### src/sv/nev_pkg.sv
`timescale 1ns / 1ps
package nev_pkg;

  localparam int COORD_W = 18;
  localparam int DIFF_W  = COORD_W + 1;
  localparam int SQ_W    = 2 * COORD_W + 1;
  localparam int DSQ_W   = SQ_W + 1;
  localparam int RAD_W   = 10;
  localparam int FAC_W   = 4;
  localparam int OUT_W   = FAC_W + RAD_W;
  localparam int OSQ_W   = 2 * OUT_W;
  localparam int RSQ_W   = 2 * RAD_W;
  localparam int CNT_W   = 11;
  localparam int HYP_W   = 2;

  localparam int N_DIFF  = 6;
  localparam int D_REF_X = 0;
  localparam int D_REF_Y = 1;
  localparam int D_BOT_X = 2;
  localparam int D_BOT_Y = 3;
  localparam int D_TOP_X = 4;
  localparam int D_TOP_Y = 5;

  localparam int Q_DEPTH = 4;
  localparam int QP_W    = $clog2(Q_DEPTH);
  localparam int QC_W    = $clog2(Q_DEPTH + 1);

  localparam logic [FAC_W-1:0] FACTOR_RESET = FAC_W'(3);
  localparam logic [CNT_W-1:0] MAX_HITS     = CNT_W'(1024);

  localparam logic [HYP_W-1:0] HYP_INVALID = 2'd0;
  localparam logic [HYP_W-1:0] HYP_BOTTOM  = 2'd1;
  localparam logic [HYP_W-1:0] HYP_TOP     = 2'd2;

  // Classified hit, as handed from the front to the back.
  typedef struct packed {
    logic inc_bot;
    logic inc_top;
    logic last;
  } vote_t;

  // Queue head as seen by the back.
  typedef struct packed {
    logic  avail;
    vote_t head;
  } q_head_t;

endpackage

### src/sv/nev_back.sv
`timescale 1ns / 1ps
module nev_back
  import nev_pkg::*;
(
  input  logic             clk,
  input  logic             rst_n,
  input  q_head_t          q_head,
  output logic             q_pop,
  output logic             out_valid,
  input  logic             out_stall,
  output logic [HYP_W-1:0] out_hypothesis,
  output logic [CNT_W-1:0] out_bottom_count,
  output logic [CNT_W-1:0] out_top_count
);

  logic [CNT_W-1:0] bot_r, top_r, bot_n, top_n;
  logic             out_v_r;
  logic [HYP_W-1:0] hyp_r, hyp_n;
  logic [CNT_W-1:0] obot_r, otop_r;
  logic             out_free;

  assign out_free = !out_v_r || !out_stall;
  assign q_pop    = q_head.avail && (!q_head.head.last || out_free);

  always_comb begin
    bot_n = bot_r;
    top_n = top_r;
    if (q_head.head.inc_bot && (bot_r < MAX_HITS)) begin
      bot_n = CNT_W'(bot_r + 1'b1);
    end
    if (q_head.head.inc_top && (top_r < MAX_HITS)) begin
      top_n = CNT_W'(top_r + 1'b1);
    end
    priority if (bot_n > top_n) begin
      hyp_n = HYP_BOTTOM;
    end else if (top_n > bot_n) begin
      hyp_n = HYP_TOP;
    end else begin
      hyp_n = HYP_INVALID;
    end
  end

  always_ff @(posedge clk) begin
    if (!rst_n) begin
      bot_r   <= '0;
      top_r   <= '0;
      out_v_r <= 1'b0;
    end else begin
      if (q_pop) begin
        bot_r <= q_head.head.last ? '0 : bot_n;
        top_r <= q_head.head.last ? '0 : top_n;
      end
      if (q_pop && q_head.head.last) begin
        out_v_r <= 1'b1;
      end else if (!out_stall) begin
        out_v_r <= 1'b0;
      end
    end
  end

  always_ff @(posedge clk) begin
    if (q_pop && q_head.head.last) begin
      hyp_r  <= hyp_n;
      obot_r <= bot_n;
      otop_r <= top_n;
    end
  end

  assign out_valid        = out_v_r;
  assign out_hypothesis   = hyp_r;
  assign out_bottom_count = obot_r;
  assign out_top_count    = otop_r;

endmodule

### config.mk
export PLATFORM = sky130hd
export DESIGN_NAME = nev_back
export DESIGN_NICKNAME = d
export VERILOG_FILES = /design/src/sv/nev_pkg.sv /design/src/sv/nev_back.sv
export SDC_FILE = /design/constraint.sdc
export NUM_CORES = 1
export LEC_CHECK = 0
export BUFFER_PORTS_ARGS = -buffer_cell sky130_fd_sc_hd__clkbuf_2
export CORE_MARGIN = 4
export CORE_UTILIZATION = 35
export CTS_CLUSTER_DIAMETER = 60
export DETAILED_ROUTE_END_ITERATION = 10
export GPL_ROUTABILITY_DRIVEN = 0
export HOLD_SLACK_MARGIN = 0.15
export PLACE_DENSITY_LB_ADDON = 0.12
export SYNTH_ARGS = -nofsm -noshare
export SYNTH_HDL_FRONTEND = slang
export SYNTH_SLANG_ARGS = --single-unit
### constraint.sdc
create_clock -name clk -period 6.8 [get_ports clk]
set_clock_uncertainty 0.2 [all_clocks]
set_input_delay 1.36 -clock clk [delete_from_list [all_inputs] [get_ports clk]]
set_output_delay 1.36 -clock clk [all_outputs]
set_load 0.005 [all_outputs]
==> out/results.tsv <==
metric	value	unit
Synth Net Count	249	
Critical Path Slowest Stage Cell	nand2_1	
Non-Filler Instances	345	
Synth top area share	30.4	%
Clock transition at path regs	0.10	ns
share of post-route cells with drive strength above 1	16.8	%
sequential area share after synthesis	49.8	%
Mapped Cells	234	
Worst Path Arrival	2.83	ns
status	completed	
vias in the first global route	1582	
setup violators final	0	
startpoint type of the worst setup path	input pin	
router iterations before antenna repair	5	
ys async rst share	0	%
Worst Hold Depth	2	
Crit Path Max Fanout	17	
number of synthesized flops with an enable pin	24	
RSZ-0062 raised after global routing	no	
synthesized flop and latch total	47	
CP endpoint kind	primary output	
Max transition margin	40.6	%
synthesis-to-layout area growth	14.2	%
DR iter-0 viols	83	
Hold/Removal Path Class	flop to flop	
clk_lat worst skew	0.31	ns
Leakage	1.06	nW
Hold Fails Final Rpt	0	
DR DRC count	0	
placed insts	337	
CP cell instances	clkbuf_2 -> nand3_1 -> nand2_1 -> clkinv_1 -> clkbuf_2	
Most common cell on crit path	clkbuf_2	
worst slew pin tran	0.890	ns
largest net degree at the start of global routing	25	
Nets	282	
diode count	0	
Area contributors post-synth	edfxtp_1 (30%), dfxtp_1 (19%), xnor2_1 (5.2%), nor2b_1 (4.7%), ha_1 (4.2%)	
Mapped Area	2370	µm²
crit path kind	input pin to primary output	
startpoint of the worst hold path	out_valid	
# hold bufs at CTS	0	
Distinct cells, synth	41	
max-slew violations	0	
CP max stage delay	0.49	ns
initial antenna violation count	0	
Rows	29	
Synthesis Warnings	0	
Cell Pwr Density	206	nW/µm²
beginning of the critical path	q_head[0]	
CTS H-tree lvls	2	
R2R depth	11	
die height	90.3	µm
input/output buffers	32	
CTS tree	done	
IO Pins	33	
DR WL/cell	14.8	µm
Core Region	6460	µm²
r2r startpoint	bot_r[10]	
# resized after CTS	0	
setup ws final	2.41	ns
Final Util	42.0	%
DIE AREA	8160	µm²
Die Span X	90.3	µm
Clock Sinks	47	
post-synth top area cell	edfxtp_1	
total power	0.000558	W
total CTS buffers	5	
clk root buf	clkbuf_8	
initial core utilization	36.7	%
dpl hpwl	3810	µm
r2r setup slk	3.86	ns
Final ANT Viol Nets	0	
ys flop type	edfxtp_1	
min Tclk post-route	4.39	ns
Total Neg Setup Slack	0	ns
Vias	1776	
vias per std cell	5.15	
Worst VDD drop	0.000134	V
Critical Path RT	5.24	ns
syn_area_per_cell	10.1	µm²
Setup WS pre-CTS	2.39	ns
Peak Freq	0.228	GHz
Tcrit/Tclk final	64.5	%
max-cap viol count	0	
routed wire length	5120	µm
grt ovf	0	
Clock Tree Buf Depth	2	
GRT Overall Usage	13.1	%
global-route wire length before repair	8520	µm
Post-CTS Setup Bufs	0	
==> critical path: cells and delay by family <==
kind,cells,cell delay (ns)
buffers and inverters,3,0.86
AND/OR/NAND/NOR,2,0.59
==> final timing paths <==
check,endpoint
setup reg to reg,out_hypothesis[1]
hold / removal,out_valid
setup / recovery,q_pop
hold reg to reg,out_valid
==> synth_stat cells, types with 3 or more instances <==
cell,instances
nor2_1,14
xnor2_1,14
xor2_1,7
clkbuf_1,4
nand3_1,7
dfxtp_1,23
a31oi_1,3
o21ai_0,9
ha_1,8
edfxtp_1,24
nand4_1,5
a21boi_0,3
nor4_1,7
a22oi_1,10
or3_1,4
a21oi_1,10
nor3_1,3
nand2_1,19
inv_1,17
nor2b_1,18
==> sequential cells by signal, indices dropped and copies added (netlist names) <==
name,cells
bot_r,11
out_bottom_count,11
out_top_count,11
top_r,11
out_hypothesis,2
out_valid,1
==> metrics by stage <==
stage	area, µm²	hold WS (ns)
2_1_floorplan	2370	0.270
3_3_place_gp	2600	0.296
3_5_place_dp	2600	0.291
4_1_cts	2710	0.306
5_1_grt	2710	0.347
6_report	2710	0.293
==> final cells by class <==
| cell class | count | area (µm²) |
|---|---|---|
| Inverter | 19 | 71.3 |
| Tap cell | 77 | 96.3 |
| Multi-Input combinational cell | 162 | 1090 |
| Timing Repair Buffer | 32 | 160 |
| Clock buffer | 5 | 68.8 |
| Clock inverter | 3 | 43.8 |
| Sequential cell | 47 | 1180 |
| Fill cell | 631 | 3750 |
==> report_power, final <==
part	internal, W	switching, W	total (W)
registers	0.000305	0.00000245	0.000307
logic	0.0000163	0.0000240	0.0000403
clock network	0.000110	0.000101	0.000210
total	0.000431	0.000127	0.000558
==> layout by cell type (no fill, tap or decap), drive strengths merged, types with 2 or more instances in the layout <==
| cell | n |
|---|---|
| nor2 | 15 |
| a31oi | 3 |
| o21a | 2 |
| o22ai | 2 |
| edfxtp | 24 |
| nor2b | 18 |
| o21ai | 9 |
| dfxtp | 23 |
| a21boi | 4 |
| nand2b | 3 |
| clkinv | 4 |
| nor4 | 7 |
| xor2 | 7 |
| a22oi | 10 |
| nor3 | 3 |
| nand2 | 19 |
| or3 | 4 |
| a21oi | 10 |
| inv | 17 |
| clkbuf | 37 |
| ha | 8 |
| nand3 | 7 |
| xnor2 | 15 |
| nand4 | 5 |
==> cells by family (layout without fill, tap and decap cells) <==
kind of cell               after synthesis  after routing  synth area share, %
DFF                                     47             47                 49.8
xor gates and xnor gates                22             22                 8.91
adders and majority gates                9              9                 4.64
AOI/OAI and AO/OA                       44             44                 12.6
muxes                                    1              1                0.422
buffers and inverters                   25             59                 4.32
and+or+nand+nor                         86             86                 19.3
==> layer usage <==
| layer | vias up | routed length [µm] | GRT usage [%] | part of all wire (%) |
|---|---|---|---|---|
| li1 | 899 | - | - | - |
| met2 | 38 | 2190 | 18.4 | 43 |
| met1 | 833 | 2660 | 19.6 | 52 |
| met4 | 0 | 57 | 4.59 | 1.1 |
| met3 | 6 | 206 | 3.08 | 4.0 |
| met5 | - | 0 | 0 | 0 |
Note: power is estimated with default switching activity, not from simulation.
