<file path="src/sv/nev_pkg.sv">
`timescale 1ns / 1ps
package nev_pkg;

  localparam int COORD_W = 18;
  localparam int DIFF_W  = COORD_W + 1;
  localparam int SQ_W    = 2 * COORD_W + 1;
  localparam int DSQ_W   = SQ_W + 1;
  localparam int RAD_W   = 10;
  localparam int FAC_W   = 4;
  localparam int OUT_W   = FAC_W + RAD_W;
  localparam int OSQ_W   = 2 * OUT_W;
  localparam int RSQ_W   = 2 * RAD_W;
  localparam int CNT_W   = 11;
  localparam int HYP_W   = 2;

  localparam int N_DIFF  = 6;
  localparam int D_REF_X = 0;
  localparam int D_REF_Y = 1;
  localparam int D_BOT_X = 2;
  localparam int D_BOT_Y = 3;
  localparam int D_TOP_X = 4;
  localparam int D_TOP_Y = 5;

  localparam int Q_DEPTH = 4;
  localparam int QP_W    = $clog2(Q_DEPTH);
  localparam int QC_W    = $clog2(Q_DEPTH + 1);

  localparam logic [FAC_W-1:0] FACTOR_RESET = FAC_W'(3);
  localparam logic [CNT_W-1:0] MAX_HITS     = CNT_W'(1024);

  localparam logic [HYP_W-1:0] HYP_INVALID = 2'd0;
  localparam logic [HYP_W-1:0] HYP_BOTTOM  = 2'd1;
  localparam logic [HYP_W-1:0] HYP_TOP     = 2'd2;

  // Classified hit, as handed from the front to the back.
  typedef struct packed {
    logic inc_bot;
    logic inc_top;
    logic last;
  } vote_t;

  // Queue head as seen by the back.
  typedef struct packed {
    logic  avail;
    vote_t head;
  } q_head_t;

endpackage

</file>
<file path="src/sv/nev_queue.sv">
`timescale 1ns / 1ps
module nev_queue
  import nev_pkg::*;
(
  input  logic    clk,
  input  logic    rst_n,
  input  logic    push,
  input  vote_t   push_data,
  output logic    full,
  input  logic    pop,
  output q_head_t head
);

  vote_t           mem [Q_DEPTH];
  logic [QP_W-1:0] wr_ptr_r, rd_ptr_r;
  logic [QC_W-1:0] count_r;
  logic            do_push, do_pop;

  assign full       = (count_r == QC_W'(Q_DEPTH));
  assign head.avail = (count_r != '0);
  assign head.head  = mem[rd_ptr_r];
  assign do_push    = push && !full;
  assign do_pop     = pop && head.avail;

  always_ff @(posedge clk) begin
    if (!rst_n) begin
      wr_ptr_r <= '0;
      rd_ptr_r <= '0;
      count_r  <= '0;
    end else begin
      if (do_push) begin
        wr_ptr_r <= QP_W'(wr_ptr_r + 1'b1);
      end
      if (do_pop) begin
        rd_ptr_r <= QP_W'(rd_ptr_r + 1'b1);
      end
      if (do_push && !do_pop) begin
        count_r <= QC_W'(count_r + 1'b1);
      end else if (do_pop && !do_push) begin
        count_r <= QC_W'(count_r - 1'b1);
      end
    end
  end

  always_ff @(posedge clk) begin
    if (do_push) begin
      mem[wr_ptr_r] <= push_data;
    end
  end

endmodule

</file>
<file path="config.mk">
export PLATFORM = sky130hd
export DESIGN_NAME = nev_queue
export DESIGN_NICKNAME = d
export VERILOG_FILES = /design/src/sv/nev_pkg.sv /design/src/sv/nev_queue.sv
export SDC_FILE = /design/constraint.sdc
export NUM_CORES = 1
export LEC_CHECK = 0
export BUFFER_PORTS_ARGS = -buffer_cell sky130_fd_sc_hd__buf_2
export CAP_MARGIN = 20
export CELL_PAD_IN_SITES_DETAIL_PLACEMENT = 0
export CELL_PAD_IN_SITES_GLOBAL_PLACEMENT = 1
export CORE_MARGIN = 5
export CORE_UTILIZATION = 30
export CTS_BUF_LIST = sky130_fd_sc_hd__clkbuf_4 sky130_fd_sc_hd__clkbuf_8
export DETAILED_ROUTE_END_ITERATION = 7
export PLACE_DENSITY = 0.6
export REMOVE_ABC_BUFFERS = 1
export SETUP_SLACK_MARGIN = 0.3
export SLEW_MARGIN = 20
export SYNTH_ARGS = -nofsm -noshare
export SYNTH_HDL_FRONTEND = slang
export SYNTH_SLANG_ARGS = --single-unit
</file>
<file path="constraint.sdc">
create_clock -name clk -period 1.9 [get_ports clk]
set_input_delay 0.285 -clock clk [delete_from_list [all_inputs] [get_ports clk]]
set_output_delay 0.285 -clock clk [all_outputs]
set_load 0.05 [all_outputs]
</file>
==> run summary <==
number of remaining DRC errors -> 0
worst endpoint data arrival time -> 2.11 ns
finished layout cell area -> 0.00120 sq mm
R2R Setup Slk -> 0.02 ns
Buffers on Ports -> 11
RSZ-0062 raised after global routing -> yes
Initial Util -> 30.6%
netlist area before placement -> 918 sq um
worst endpoint required time -> 2.13 ns
Hold Path Stages -> 1
Clock Tree Root -> clkbuf_4
upper clock frequency limit -> 531 MHz
GRT Util Overall -> 7.92%
number of distinct standard cells referenced by the synthesized netlist -> 20
Area Overhead vs Synth -> 30.4%
post-placement cell area -> 0.00105 sq mm
buffer levels on the longest clock path -> 2
clock tree skew after final layout -> 0.00216 ns
critical path fanouts, max -> 3
H-tree levels -> 1
count of synthesis-stage warnings from yosys -> 0
power density over the cells -> 1400 mW/mm^2
floorplan die width -> 65.3 um
share of the cycle needed by the critical path after routing -> 99.1%
terminus of the critical flop-to-flop path -> count_r[2]
origin of the worst min-delay path -> push_data[2]
fill cell count -> 296
standby leakage power -> 0.478 nW
Diodes inserted -> 0
total setup violations reported at the end of the flow -> 0
Routability Congestion -> 0.744
endpoint kind of the worst setup timing path -> flop
outcome -> finished clean
initial antenna violation count -> 0
flop and latch count out of synthesis -> 21
MaxCap Viol Count -> 0
sequential cell area fraction in the yosys report -> 58.9%
clock tree from TritonCTS -> yes
area of the die -> 0.00427 sq mm
clock insertion delay at the later pin of the skew report -> 0.29 ns
share of layout cells above drive strength 1 -> 47.2%
DR vias/cell -> 4.48
final global-route overflow total -> 0
per-cell routed wire length -> 12.3 um
total length of routed wires -> 1500 um
clock transition at the registers of the reported paths -> 0.11 ns
vias post-DR -> 546
startpoint of the worst register-to-register path -> count_r[2]
std cell rows -> 20
count of pins on the block boundary -> 12
depth of the worst register-to-register path -> 8
hpwl dp -> 1090 um
Hold Violations, Final -> 0
area of the core -> 0.00300 sq mm
number of global-route vias before repair -> 596
final worst path period need -> 1.88 ns
pin count of the biggest net entering global routing -> 13
type of the worst setup path -> reg2reg
worst-case vdd ir drop -> 840 uV
type of the most critical hold path -> in2reg
hold worst-path end -> mem[1][2]
number of nets with antenna violations after routing -> 0
global-route wire length before repair -> 2530 um
type of element launching the critical path -> flop
cts-stage hold buffer count -> 0
number of detailed-routing iterations run before antenna repair -> 2
die span in y -> 65.3 um
TritonCTS Buffers -> 3
total number of nets in the final design -> 103
DRC violation total after the first TritonRoute iteration -> 20
Post-Syn Instances -> 63
setup_tns -> 0 ns
count of pins over their slew limit -> 0
headroom to the max-slew limit -> 78.8%
Worst Max-Slew Pin Slew -> 0.313 ns
sinks on the clock net -> 21
synthesized area per cell -> 14.6 sq um
==> per-layer routing <==
metal / up-vias / track usage [%] / wire length (um)
met4: 0 / 3.89 / 10
met1: 256 / 8.39 / 665
met5: - / 0 / 0
met2: 11 / 14.2 / 748
li1: 277 / - / -
met3: 2 / 2.39 / 74
==> state kept, by name, indices dropped and copies added, names as in the netlist, named ones only <==
register	count
mem	12
rd_ptr_r	2
wr_ptr_r	2
count_r	3
==> metrics by stage <==
step                      worst slack [ns]  hold slack [ns]  utilization (%)  power [mW]  instances
final                               0.0173            0.198             39.9        1.67        122
after floorplan                     -0.517            0.384                -        1.10         61
after CTS                           0.0147            0.189             39.1        1.64        122
after detailed placement           -0.0733            0.493             35.0        1.28        112
after global routing               -0.0741            0.184             39.9        1.79        122
after global placement             -0.0117            0.485             35.0        1.28        112
==> layout by cell type (no fill, tap or decap), types with 2 or more instances in the layout <==
| master | netlist | layout |
|---|---|---|
| and2_1 | 8 | 8 |
| buf_2 | 0 | 7 |
| buf_4 | 0 | 12 |
| buf_8 | 0 | 4 |
| clkbuf_4 | 0 | 3 |
| dfxtp_1 | 9 | 5 |
| dfxtp_2 | 0 | 3 |
| edfxtp_1 | 12 | 12 |
| ha_1 | 5 | 4 |
| inv_1 | 3 | 2 |
| mux2i_1 | 3 | 3 |
| mux4_2 | 3 | 3 |
| nand2_1 | 4 | 4 |
| xnor2_1 | 3 | 3 |
==> power by group <==
group | total [mW] | internal (mW) | switching (mW)
clock | 0.204 | 0.0783 | 0.126
sequential | 0.658 | 0.579 | 0.0784
combinational | 0.811 | 0.417 | 0.394
==> critical path: stages, from the launching register on <==
cell	delay, ns
dfxtp_2	0.36
nor3b_2	0.17
nor2b_2	0.13
ha_2	0.21
inv_2	0.04
fa_2	0.33
xor2_1	0.15
or3_1	0.31
a21boi_1	0.12
==> final cells by class <==
cell class / instances / area [sq um] / area share [%]
Timing Repair Buffer: 24 / 196 / 16.4
Clock buffer: 3 / 22.5 / 1.88
Clock inverter: 1 / 5.00 / 0.418
Inverter: 3 / 11.3 / 0.940
Multi-Input combinational cell: 37 / 373 / 31.1
Tap cell: 33 / 41.3 / 3.45
Sequential cell: 21 / 548 / 45.8
==> worst max path at each step <==
stage	startpoint	endpoint	slack (ns)	cells after the start
3_5_place_dp	count_r[2]	count_r[2]	-0.07	8
4_1_cts	count_r[2]	count_r[2]	0.01	8
2_1_floorplan	count_r[0]	count_r[2]	-0.52	8
6_report	count_r[2]	count_r[2]	0.02	8
5_1_grt	count_r[2]	count_r[2]	-0.07	7
3_3_place_gp	count_r[2]	count_r[2]	-0.01	7
==> synth_stat cells <==
cell	n	area (sq um)
a21boi_1	1	7.51
and2_1	8	50.1
buf_6	1	11.3
clkbuf_1	1	3.75
dfxtp_1	9	180
edfxtp_1	12	360
fa_1	1	20.0
ha_1	5	62.6
inv_1	3	11.3
mux2i_1	3	30.0
mux4_2	3	67.6
nand2_1	4	15.0
nor2b_1	2	12.5
nor3b_2	1	12.5
o21ai_0	1	5.00
o311ai_1	1	8.76
o31ai_2	1	12.5
or3_1	2	12.5
xnor2_1	3	26.3
xor2_1	1	8.76
==> kinds of logic (layout without fill, tap and decap cells) <==
logic type | after synthesis | after routing | share of synthesized area, %
DFF | 21 | 21 | 58.9
and+or+nand+nor | 17 | 17 | 11.2
adders and majority gates | 6 | 6 | 8.99
muxes | 6 | 6 | 10.6
buffers and inverters | 5 | 31 | 2.86
AOI/OAI and AO/OA | 4 | 4 | 3.68
xor gates and xnor gates | 4 | 4 | 3.82
==> timing repair <==
action / CTS / global route
setup buffers: 6 / 0
hold endpoints to repair: 0 / 0
endpoints found under the setup margin: 6 / 18
gates resized for setup: 18 / 6
pin swaps: 4 / 0
Note: power is estimated with default switching activity, not from simulation.
